### config.mk
export PLATFORM = sky130hd
export DESIGN_NAME = qxm_regs
export DESIGN_NICKNAME = d
export VERILOG_FILES = /design/src/design/qxm_pkg.sv /design/src/design/qxm_regs.sv
export SDC_FILE = /design/constraint.sdc
export NUM_CORES = 1
export LEC_CHECK = 0
export ABC_AREA = 1
export BUFFER_PORTS_ARGS = -buffer_cell sky130_fd_sc_hd__buf_4
export CORE_ASPECT_RATIO = 1.4
export CORE_MARGIN = 1
export CORE_UTILIZATION = 35
export CTS_BUF_LIST = sky130_fd_sc_hd__clkbuf_8 sky130_fd_sc_hd__clkbuf_16
export DETAILED_ROUTE_END_ITERATION = 7
export SKIP_LAST_GASP = 1
export SYNTH_ARGS = -nofsm -noshare
export SYNTH_HDL_FRONTEND = slang
export SYNTH_SLANG_ARGS = --single-unit
### constraint.sdc
create_clock -name clk_i -period 1.3 [get_ports clk_i]
set_input_delay 0.13 -clock clk_i [delete_from_list [all_inputs] [get_ports clk_i]]
set_output_delay 0.13 -clock clk_i [all_outputs]
set_load 0.01 [all_outputs]
### src/design/qxm_pkg.sv
// Shared constants, types and register codes of the quad X mixer.
package qxm_pkg;

  localparam int FRAC_BITS_DEF = 16;
  localparam int SCALE_BITS    = 16;
  localparam int TT_W          = 25;
  localparam int TQ_W          = 24;
  localparam int GAIN_W        = 24;
  localparam int F_W           = 23;
  localparam int S_W           = 17;
  localparam int Q_W           = 18;
  localparam int RAW_W         = 51;
  localparam int DIV_STEPS     = 17;
  localparam int NUM_W         = F_W + 1 + SCALE_BITS;
  localparam int ADDR_W        = 4;
  localparam int DATA_W        = 32;
  localparam int IN_TDATA_W    = 104;
  localparam int OUT_TDATA_W   = 112;

  localparam logic [S_W-1:0] SCALE_ONE = S_W'(65536);
  localparam logic signed [Q_W-1:0] Q_SAT_HI = Q_W'(65537);
  localparam logic signed [Q_W-1:0] Q_SAT_LO = -Q_W'(1);

  localparam logic [GAIN_W-1:0] RP_RESET    = GAIN_W'(136296);
  localparam logic [GAIN_W-1:0] YG_RESET    = GAIN_W'(1638400);
  localparam logic [F_W-1:0]    FLOOR_RESET = F_W'(0);
  localparam logic [F_W-1:0]    CEIL_RESET  = F_W'(393216);

  typedef enum logic [1:0] {
    REG_RP_GAIN = 2'd0,
    REG_YAW_GAIN = 2'd1,
    REG_FLOOR = 2'd2,
    REG_CEILING = 2'd3
  } reg_idx_e;

  typedef struct packed {
    logic [GAIN_W-1:0] rp;
    logic [GAIN_W-1:0] yg;
    logic [F_W-1:0]    fmin;
    logic [F_W-1:0]    fmax;
  } cfg_t;

endpackage

### src/design/qxm_regs.sv
// Configuration register file with an APB-style access port.
module qxm_regs (
  input  logic                         clk_i,
  input  logic                         rst_ni,
  input  logic                         psel,
  input  logic                         penable,
  input  logic                         pwrite,
  input  logic [qxm_pkg::ADDR_W-1:0]   paddr,
  input  logic [qxm_pkg::DATA_W-1:0]   pwdata,
  output logic [qxm_pkg::DATA_W-1:0]   prdata,
  output logic                         pready,
  output qxm_pkg::cfg_t                cfg_o
);

  qxm_pkg::cfg_t     cfg_q;
  qxm_pkg::reg_idx_e idx;
  logic              wr;

  assign idx    = qxm_pkg::reg_idx_e'(paddr[qxm_pkg::ADDR_W-1:2]);
  assign wr     = psel & penable & pwrite;
  assign pready = 1'b1;
  assign cfg_o  = cfg_q;

  always_ff @(posedge clk_i or negedge rst_ni) begin
    if (!rst_ni) begin
      cfg_q.rp   <= qxm_pkg::RP_RESET;
      cfg_q.yg   <= qxm_pkg::YG_RESET;
      cfg_q.fmin <= qxm_pkg::FLOOR_RESET;
      cfg_q.fmax <= qxm_pkg::CEIL_RESET;
    end else if (wr) begin
      unique case (idx)
        qxm_pkg::REG_RP_GAIN:  cfg_q.rp   <= pwdata[qxm_pkg::GAIN_W-1:0];
        qxm_pkg::REG_YAW_GAIN: cfg_q.yg   <= pwdata[qxm_pkg::GAIN_W-1:0];
        qxm_pkg::REG_FLOOR:    cfg_q.fmin <= pwdata[qxm_pkg::F_W-1:0];
        qxm_pkg::REG_CEILING:  cfg_q.fmax <= pwdata[qxm_pkg::F_W-1:0];
        default: ;
      endcase
    end
  end

  always_comb begin
    unique case (idx)
      qxm_pkg::REG_RP_GAIN:  prdata = qxm_pkg::DATA_W'(cfg_q.rp);
      qxm_pkg::REG_YAW_GAIN: prdata = qxm_pkg::DATA_W'(cfg_q.yg);
      qxm_pkg::REG_FLOOR:    prdata = qxm_pkg::DATA_W'(cfg_q.fmin);
      qxm_pkg::REG_CEILING:  prdata = qxm_pkg::DATA_W'(cfg_q.fmax);
      default:               prdata = '0;
    endcase
  end

endmodule

==> reports/results.ini <==
[drt]
wl_per_cell_um=16.0
via_per_inst=4.94
drt-total-wl_um=14000
drt-pass1-iter-count=5
vias=4328
ant_nets=0
drtIter0Drc=242
drc=0

[floorplan]
die_h_um=134
die_x_um=96.1
fp.dieArea_mm2=0.0128
core_mm2=0.0119
initial_core_util_pct=36.3
rows=47
pin_count=168

[clock_tree]
cts_buffers=9
cts.clk_slew.worst_paths_ps=70
cts-root-buf=clkbuf_16
tritoncts=done
cts.path.max_buffers=2
htree_num_levels=3
clkLatencyLatePin_ps=340
cts_sinks=94

[timing]
fin_crit_ps=1320
fin_ws_ps=-15.6
min_period_over_period_pct=101
grt_setup_unrepaired=yes
tightest_slew_ps=502
skew_ps=0
hold_violations=0
fmaxAchievable_ghz=0.760
drv_slew=0
timing.hold.ws_ps=11.0
setup_violations=1
slew_headroom_pct=66.5

[worst_setup_path]
r2r-end=cfg_o[17]$_DFFE_PN1P_
critPathArrivalTime_ps=1190
required_ps=1170
critPathMaxFanout=3
crit-reg2reg-launch=cfg_o[17]$_DFFE_PN1P_
regToRegSetupSlack_ps=480
end_kind=output pin
crit_chain=nand2_1, nand4_1, buf_4
worstSetupPathType=flip-flop to output pin
worst_setup_path_start_kind=flip-flop
crit_path_top_delay_cell=dfstp_2
critPathMaxStageDelay_ps=550
reg2reg_depth=3

[power]
power-per-cell-area_mw_per_mm2=1510
leakage_nw=3.34
total_power_mw=9.32
max-vdd-ir-drop_mv=0.676

[cells_and_area]
nets=766
multi_input_area_mm2=0.00178
regArea_mm2=0.00237
area_growth_pct=42.0
finalNonFillerCells=877
layout.cells.most_common=nand2_1
n_antenna_cell=0
final_util_pct=51.5
largest_reg_flops=94
nFillCells=1152
mostFrequentLayoutCells=nand2_1, buf_4, dfrtp_1, nand3_1, nand4_1
final_layout_size_suffix_gt1_share_pct=31.5

[logic_synthesis]
ys_seq_area_share_pct=54.6
synth-adder-area-share_pct=0
synth_area_mm2=0.00433
yosys_warnings=0
synth_largest_area_cell=dfrtp_1
synth_xor_area_share_pct=0
yosys.area.top_type_share_pct=47.9
synth_area_per_cell_um2=7.75
ys_top_cells_by_area=dfrtp_1, nand2_1, nand3_1, dfstp_2, nand4_1
synth-seq-cells=94
synthSimpleGateAreaFrac_pct=39.7
synth_compound_area_share_pct=0
synth_cell_types=14
synth_mux_area_share_pct=0
synth_top_family_by_area=simple AND/OR/NAND/NOR gates
syn_inst=559

[global_routing]
grt_pass1_wl_um=21700
grt_use_total_pct=22.6
grt_pass1_vias=4111
antenna_found_initial=0
grt_max_degree=95
overflow=0

[status]
violations=negative setup slack
status=finished, violations left

[placed_design]
hpwlAfterDp_um=9490
dp_slack_ps=147
gp_congestion=0.805
numPortBuffers=148
placed_cells=850

[min_path]
min_to=cfg_o[66]$_DFFE_PN1P_
hp-start=pwdata[20]
min_path_cells=3
hold_path.class=input port to flip-flop

[flow_run]
cap_violations=0

## layer usage
metal	share of wire (%)	vias up	track usage (%)
met5	0	-	0
met2	52	168	38.1
met1	41	2064	28.6
met3	6.1	10	5.02
met4	1.1	0	6.72
li1	-	2086	-
## synth_stat cells, drive strengths merged
cell type	number
clkbuf	9
nor2	6
dfstp	11
dfrtp	83
buf	32
nand3	70
inv	6
conb	2
nand4	23
nand2	317
## repair_timing
item                                   4_1_cts  5_1_grt
cloned                                       0        0
endpoints found under the hold margin       84        0
resized for setup                            1        4
pin swaps                                    6        2
setup endpoints to repair                    6       12
setup buffers                                6        3
hold buffers                                 2        0
## where the power goes
group	total [mW]	internal (mW)	switching, mW
Clock	2.46	1.34	1.12
Sequential	4.12	3.58	0.539
Combinational	2.75	1.41	1.34
Total	9.32	6.32	3.00
## worst max-delay path: cells and delay by family, from the launching register on
kind	cells	cell delay, ps
and+or+nand+nor	2	160
buffers and inverters	1	130
DFF	1	550
## how the worst max path moves through the flow
stage | start | to
detailed placement | paddr[3] | cfg_o[81]$_DFFE_PN0P_
global placement | paddr[3] | prdata[0]
floorplan | psel | cfg_o[72]$_DFFE_PN0P_
finish | cfg_o[87]$_DFFE_PN1P_ | prdata[17]
global route | cfg_o[17]$_DFFE_PN1P_ | prdata[17]
CTS | cfg_o[87]$_DFFE_PN1P_ | prdata[17]
## final cells by class
class	instances	area share, %
Sequential cell	94	38.5
Multi-Input combinational cell	425	28.9
Timing Repair Buffer	189	24.8
Clock buffer	10	3.88
Tap cell	147	2.99
Clock inverter	6	0.610
Inverter	6	0.366
## cells by family after synthesis
kind of cell | Yosys count
buf+inv | 47
flops | 94
other cells | 2
simple gates | 416
## stage by stage
stage          TNS [ps]  area, um2
2_1_floorplan         0       4360
3_3_place_gp          0       5760
3_5_place_dp          0       5760
4_1_cts           -16.9       6110
5_1_grt            -221       6150
6_report          -15.6       6150
No activity file was read; power rests on OpenSTA's default activity.
