[src/design/qxm_pkg.sv]
// Shared constants, types and register codes of the quad X mixer.
package qxm_pkg;

  localparam int FRAC_BITS_DEF = 16;
  localparam int SCALE_BITS    = 16;
  localparam int TT_W          = 25;
  localparam int TQ_W          = 24;
  localparam int GAIN_W        = 24;
  localparam int F_W           = 23;
  localparam int S_W           = 17;
  localparam int Q_W           = 18;
  localparam int RAW_W         = 51;
  localparam int DIV_STEPS     = 17;
  localparam int NUM_W         = F_W + 1 + SCALE_BITS;
  localparam int ADDR_W        = 4;
  localparam int DATA_W        = 32;
  localparam int IN_TDATA_W    = 104;
  localparam int OUT_TDATA_W   = 112;

  localparam logic [S_W-1:0] SCALE_ONE = S_W'(65536);
  localparam logic signed [Q_W-1:0] Q_SAT_HI = Q_W'(65537);
  localparam logic signed [Q_W-1:0] Q_SAT_LO = -Q_W'(1);

  localparam logic [GAIN_W-1:0] RP_RESET    = GAIN_W'(136296);
  localparam logic [GAIN_W-1:0] YG_RESET    = GAIN_W'(1638400);
  localparam logic [F_W-1:0]    FLOOR_RESET = F_W'(0);
  localparam logic [F_W-1:0]    CEIL_RESET  = F_W'(393216);

  typedef enum logic [1:0] {
    REG_RP_GAIN = 2'd0,
    REG_YAW_GAIN = 2'd1,
    REG_FLOOR = 2'd2,
    REG_CEILING = 2'd3
  } reg_idx_e;

  typedef struct packed {
    logic [GAIN_W-1:0] rp;
    logic [GAIN_W-1:0] yg;
    logic [F_W-1:0]    fmin;
    logic [F_W-1:0]    fmax;
  } cfg_t;

endpackage

[src/design/qxm_sat_div.sv]
// Pipelined restoring divider giving a floor quotient saturated to [-1, 65537].
module qxm_sat_div #(
  parameter int A_W = qxm_pkg::RAW_W - qxm_pkg::FRAC_BITS_DEF + 1
) (
  input  logic                              clk_i,
  input  logic                              en_i,
  input  logic [qxm_pkg::NUM_W-1:0]         num_i,
  input  logic [A_W-1:0]                    den_i,
  input  logic                              neg_i,
  output logic signed [qxm_pkg::Q_W-1:0]    q_o
);

  localparam int STEPS = qxm_pkg::DIV_STEPS;
  localparam int DW    = A_W + STEPS;
  localparam int S_W   = qxm_pkg::S_W;

  logic [DW-1:0]  r_q   [STEPS+1];
  logic [A_W-1:0] d_q   [STEPS+1];
  logic [S_W-1:0] quo_q [STEPS+1];
  logic           ovf_q [STEPS+1];
  logic           neg_q [STEPS+1];
  logic           zero_q[STEPS+1];

  always_ff @(posedge clk_i) begin
    if (en_i) begin
      r_q[0]    <= DW'(num_i);
      d_q[0]    <= den_i;
      quo_q[0]  <= '0;
      ovf_q[0]  <= DW'(num_i) >= (DW'(den_i) << STEPS);
      neg_q[0]  <= neg_i;
      zero_q[0] <= (num_i == '0);
    end
  end

  for (genvar j = 0; j < STEPS; j++) begin : g_step
    localparam int K = STEPS - 1 - j;
    logic [DW-1:0] sub;
    logic          fit;
    assign sub = DW'(d_q[j]) << K;
    assign fit = r_q[j] >= sub;
    always_ff @(posedge clk_i) begin
      if (en_i) begin
        r_q[j+1]    <= fit ? r_q[j] - sub : r_q[j];
        quo_q[j+1]  <= fit ? quo_q[j] | (S_W'(1) << K) : quo_q[j];
        d_q[j+1]    <= d_q[j];
        ovf_q[j+1]  <= ovf_q[j];
        neg_q[j+1]  <= neg_q[j];
        zero_q[j+1] <= zero_q[j];
      end
    end
  end

  always_comb begin
    if (neg_q[STEPS]) begin
      q_o = zero_q[STEPS] ? '0 : qxm_pkg::Q_SAT_LO;
    end else if (ovf_q[STEPS] || ($signed({1'b0, quo_q[STEPS]}) > qxm_pkg::Q_SAT_HI)) begin
      q_o = qxm_pkg::Q_SAT_HI;
    end else begin
      q_o = $signed({1'b0, quo_q[STEPS]});
    end
  end

endmodule

[config.mk]
export PLATFORM = sky130hd
export DESIGN_NAME = qxm_sat_div
export DESIGN_NICKNAME = d
export VERILOG_FILES = /design/src/design/qxm_pkg.sv /design/src/design/qxm_sat_div.sv
export SDC_FILE = /design/constraint.sdc
export NUM_CORES = 2
export LEC_CHECK = 0
export BUFFER_PORTS_ARGS = -buffer_cell sky130_fd_sc_hd__buf_2
export CAP_MARGIN = 30
export CORE_ASPECT_RATIO = 1.1
export CORE_MARGIN = 2
export CORE_UTILIZATION = 50
export DETAILED_ROUTE_END_ITERATION = 16
export PLACE_DENSITY = 0.8
export SLEW_MARGIN = 20
export SYNTH_ARGS = -nofsm -noshare
export SYNTH_HDL_FRONTEND = slang
export SYNTH_SLANG_ARGS = --single-unit
[constraint.sdc]
create_clock -name clk_i -period 3.6 [get_ports clk_i]
set_input_delay 0.36 -clock clk_i [delete_from_list [all_inputs] [get_ports clk_i]]
set_output_delay 0.36 -clock clk_i [all_outputs]
set_load 0.005 [all_outputs]
==> summary.md <==
| Metric | Value |
|---|---|
| Post-route DRC | 0 |
| Tmin final | 3840 ps |
| CTS max path bufs | 3 |
| Routability Congestion | 1.02 |
| Syn nets | 9,337 |
| Synth Area in Adders | 8.54% |
| Layout cell share with drive strength beyond 1 | 22.2% |
| Remaining antenna violation count | 0 |
| Failing checks | negative setup slack |
| Register area | 51,300 µm² |
| Setup tns final | -6170 ps |
| # port buffers | 96 |
| CORE AREA | 189,000 µm² |
| CTS tree | done |
| Crit path max-delay family | compound AO/OA/AOI/OAI gates |
| Register bit total from synthesis | 1,707 |
| Total grt overflow | 0 |
| Hold_ws | 244 ps |
| Critical path class | register to register |
| Met1 Usage GRT | 22.3% |
| Most common cell after layout, fill and taps aside | edfxtp_1 |
| Register area share after synthesis | 53.9% |
| Via count | 71,200 |
| Initial antenna violation count | 3 |
| Leak pwr | 49.0 nW |
| Tot GR Track Use | 25.3% |
| Num Clock Sinks | 1,707 |
| CP Capture Type | register |
| DR vias/cell | 5.59 |
| Die Y | 461 µm |
| Synth top area share | 53.9% |
| Number of global-route vias before repair | 73,900 |
| Peak VDD IR | 0.603 mV |
| Nature of the critical path startpoint | register |
| Mux cell area share after synthesis | 1.33% |
| Number of max-cap violations | 0 |
| Iteration-0 DRC Markers | 3,702 |
| Met3 Usage GRT | 2.85% |
| Combinational family with the most area after synthesis | compound AO/OA/AOI/OAI gates |
| Slew headroom | 44.8% |
| Placed inst area | 107,000 µm² |
| Place WS | -665 ps |
| Ys Warns | 0 |
| TritonCTS Buffers | 182 |
| EDFF count, synth | 1,707 |
| Final period util | 107% |
| Global-route wire length before repair | 383 mm |
| Post-Route WL | 253 mm |
| Synth cell types | 106 |
| CTS clk-pin slew, worst paths | 60 ps |
| Hold path depth | 2 |
| Status | complete, but fails checks |
| Multi-input combinational cell area | 42,300 µm² |
| P&R area growth vs syn | 24.3% |
| Async SR Flop Fraction | 0% |
| Clock Tree Root | clkbuf_16 |
| Die X | 420 µm |
| Ys flop type | edfxtp_1 |
| Synth Area in Compound Gates | 15.1% |
| Nets | 10,800 |
| Final setup vio count | 68 |
| Syn Inst Count | 8,619 |
| Largest cells by area after synthesis | edfxtp_1, ha_1, a21oi_1 |
| Drt first pass iters | 8 |
| Largest net degree at the start of global routing | 121 |
| DR WL/cell | 19.9 µm |
| Logic depth of the worst path, buffers included | 17 |
| Met2 Usage GRT | 51.3% |
| H-tree Lvls | 4 |
| CP required | 4190 ps |
| Slew Limit Fails | 0 |
| Die ar. | 194,000 µm² |
| Crit path buf inv count | 5 |
| Max incr delay on CP | 440 ps |
| Fmax | 260 MHz |
| Syn avg cell area | 11.0 µm² |
| Final hold vios | 0 |
| Worst skew pair latency | 850 ps |
| Crit path DAT | 4430 ps |
| Synth Cell Area | 95,100 µm² |
| Yosys top cell by area | edfxtp_1 |
| Final HPWL DP | 187 mm |
| Worst path cell trace | ha_4 > fa_2 > and2b_1 > o31a_1 > o31a_2 > o211ai_4 > a2111oi_4 > buf_4 > o2111ai_4 > buf_6 > a211oi_4 > a21oi_4 > buf_6 > buf_12 > buf_6 > nand4b_1 > xnor2_1 |
| RSZ-0062 raised after global routing | true |
| Slowest-stage cell, CP | edfxtp_1 |
| Maximum fanout along the worst path | 4 |
| Row count | 167 |
| Power Density | 747 nW/µm² |
| Reg2Reg Depth | 17 |
| IO Pins | 97 |
| Final WS setup | -245 ps |
| Gr busiest metal | met2 |
| Slew @ Worst Pin | 829 ps |
| CP most frequent cell | buf_6 |
| Post-route cell area | 118,000 µm² |
| Initial Util | 50.4% |
| Hold crit path type | input port to register |
| Worst Skew | 36.3 ps |
| Most frequent cells in the layout | edfxtp_1, buf_4, a21oi_1 |
| Post-Synth Simple-Gate Area | 11.2% |
| FILL cells | 14,400 |
| Synth Area in XOR/XNOR | 5.64% |
## per-stage QoR
stage | util [%] | total power, mW | std cells
2_1_floorplan | - | 53.0 | 8619
3_3_place_gp | 56.8 | 66.3 | 12200
3_5_place_dp | 56.8 | 67.1 | 12200
4_1_cts | 61.1 | 86.3 | 12600
5_1_grt | 62.7 | 93.4 | 12700
6_report | 62.7 | 88.4 | 12700
## flip-flops by register name, summed over array words and instances (netlist names)
| name | cells |
|---|---|
| ovf_q | 18 |
| zero_q | 18 |
| quo_q | 153 |
| d_q | 612 |
| neg_q | 18 |
| r_q | 888 |
## cells by family (layout without fill, tap and decap cells)
family,Yosys count,in the layout
fa+ha+maj,639,639
other cells,0,6
compound gates,2309,2309
buf+inv,1058,2644
mux,113,113
xor+xnor,612,612
flops,1707,1707
simple gates,2181,2181
## metal layers
layer | share of wire, % | vias to the layer above
met2 | 56 | 1907
met3 | 2.9 | 857
met4 | 8.9 | 0
met5 | 0 | -
li1 | - | 34700
met1 | 33 | 33800
## where the power goes
part / leakage, nW / switching, mW / internal (mW) / total (mW)
logic: 29.7 / 21.3 / 18.7 / 40.0
registers: 16.6 / 2.51 / 27.7 / 30.3
clock network: 2.78 / 7.70 / 10.4 / 18.1
## cell usage after synthesis, types with 18 or more instances
cell	count
o31a_1	18
buf_1	19
nor4b_1	19
nand3_1	142
nand2b_1	76
edfxtp_1	1707
buf_2	45
o21ai_0	492
clkbuf_1	214
or2_2	23
o21a_1	84
xnor2_1	338
a211oi_1	45
nor4_1	97
and4_1	20
mux2_2	107
nand4_1	155
nand2_1	581
or3_1	33
a21oi_1	832
or4_1	20
and2_1	29
inv_1	771
a21boi_0	20
nor2_1	625
o211ai_1	42
a31oi_1	70
o31ai_1	40
and3_1	66
a211o_1	20
o21bai_1	75
nor3_1	129
nand4b_1	21
xor2_1	274
a21o_1	344
nand3b_1	20
nor2b_1	84
a221oi_1	19
ha_1	623
## cell type report
class | count | share of cell area, %
antenna | 6 | 0.0127
clock buffer | 231 | 4.03
clock inverter | 98 | 0.846
inverter | 773 | 2.46
multi-input combinational | 5854 | 35.8
sequential | 1707 | 43.4
tap | 2535 | 2.68
timing repair buffer | 1542 | 10.8
## repair_timing
action,in CTS,in global routing
hold endpoints to repair,118,0
setup buffers,47,107
setup endpoints to repair,447,519
gates resized for setup,222,447
hold buffers,78,0
cloned,10,18
pin swaps,72,183
## path summary, 6_finish.rpt
path | endpoint | start | slack, ps
setup / recovery | r_q[10][46] | d_q[9][0] | -240
hold / removal | d_q[0][30] | den_i[30] | 240
setup reg to reg | r_q[10][46] | d_q[9][0] | -240
hold reg to reg | quo_q[3][15] | quo_q[2][15] | 400
Power figures use the tool's default switching activity.
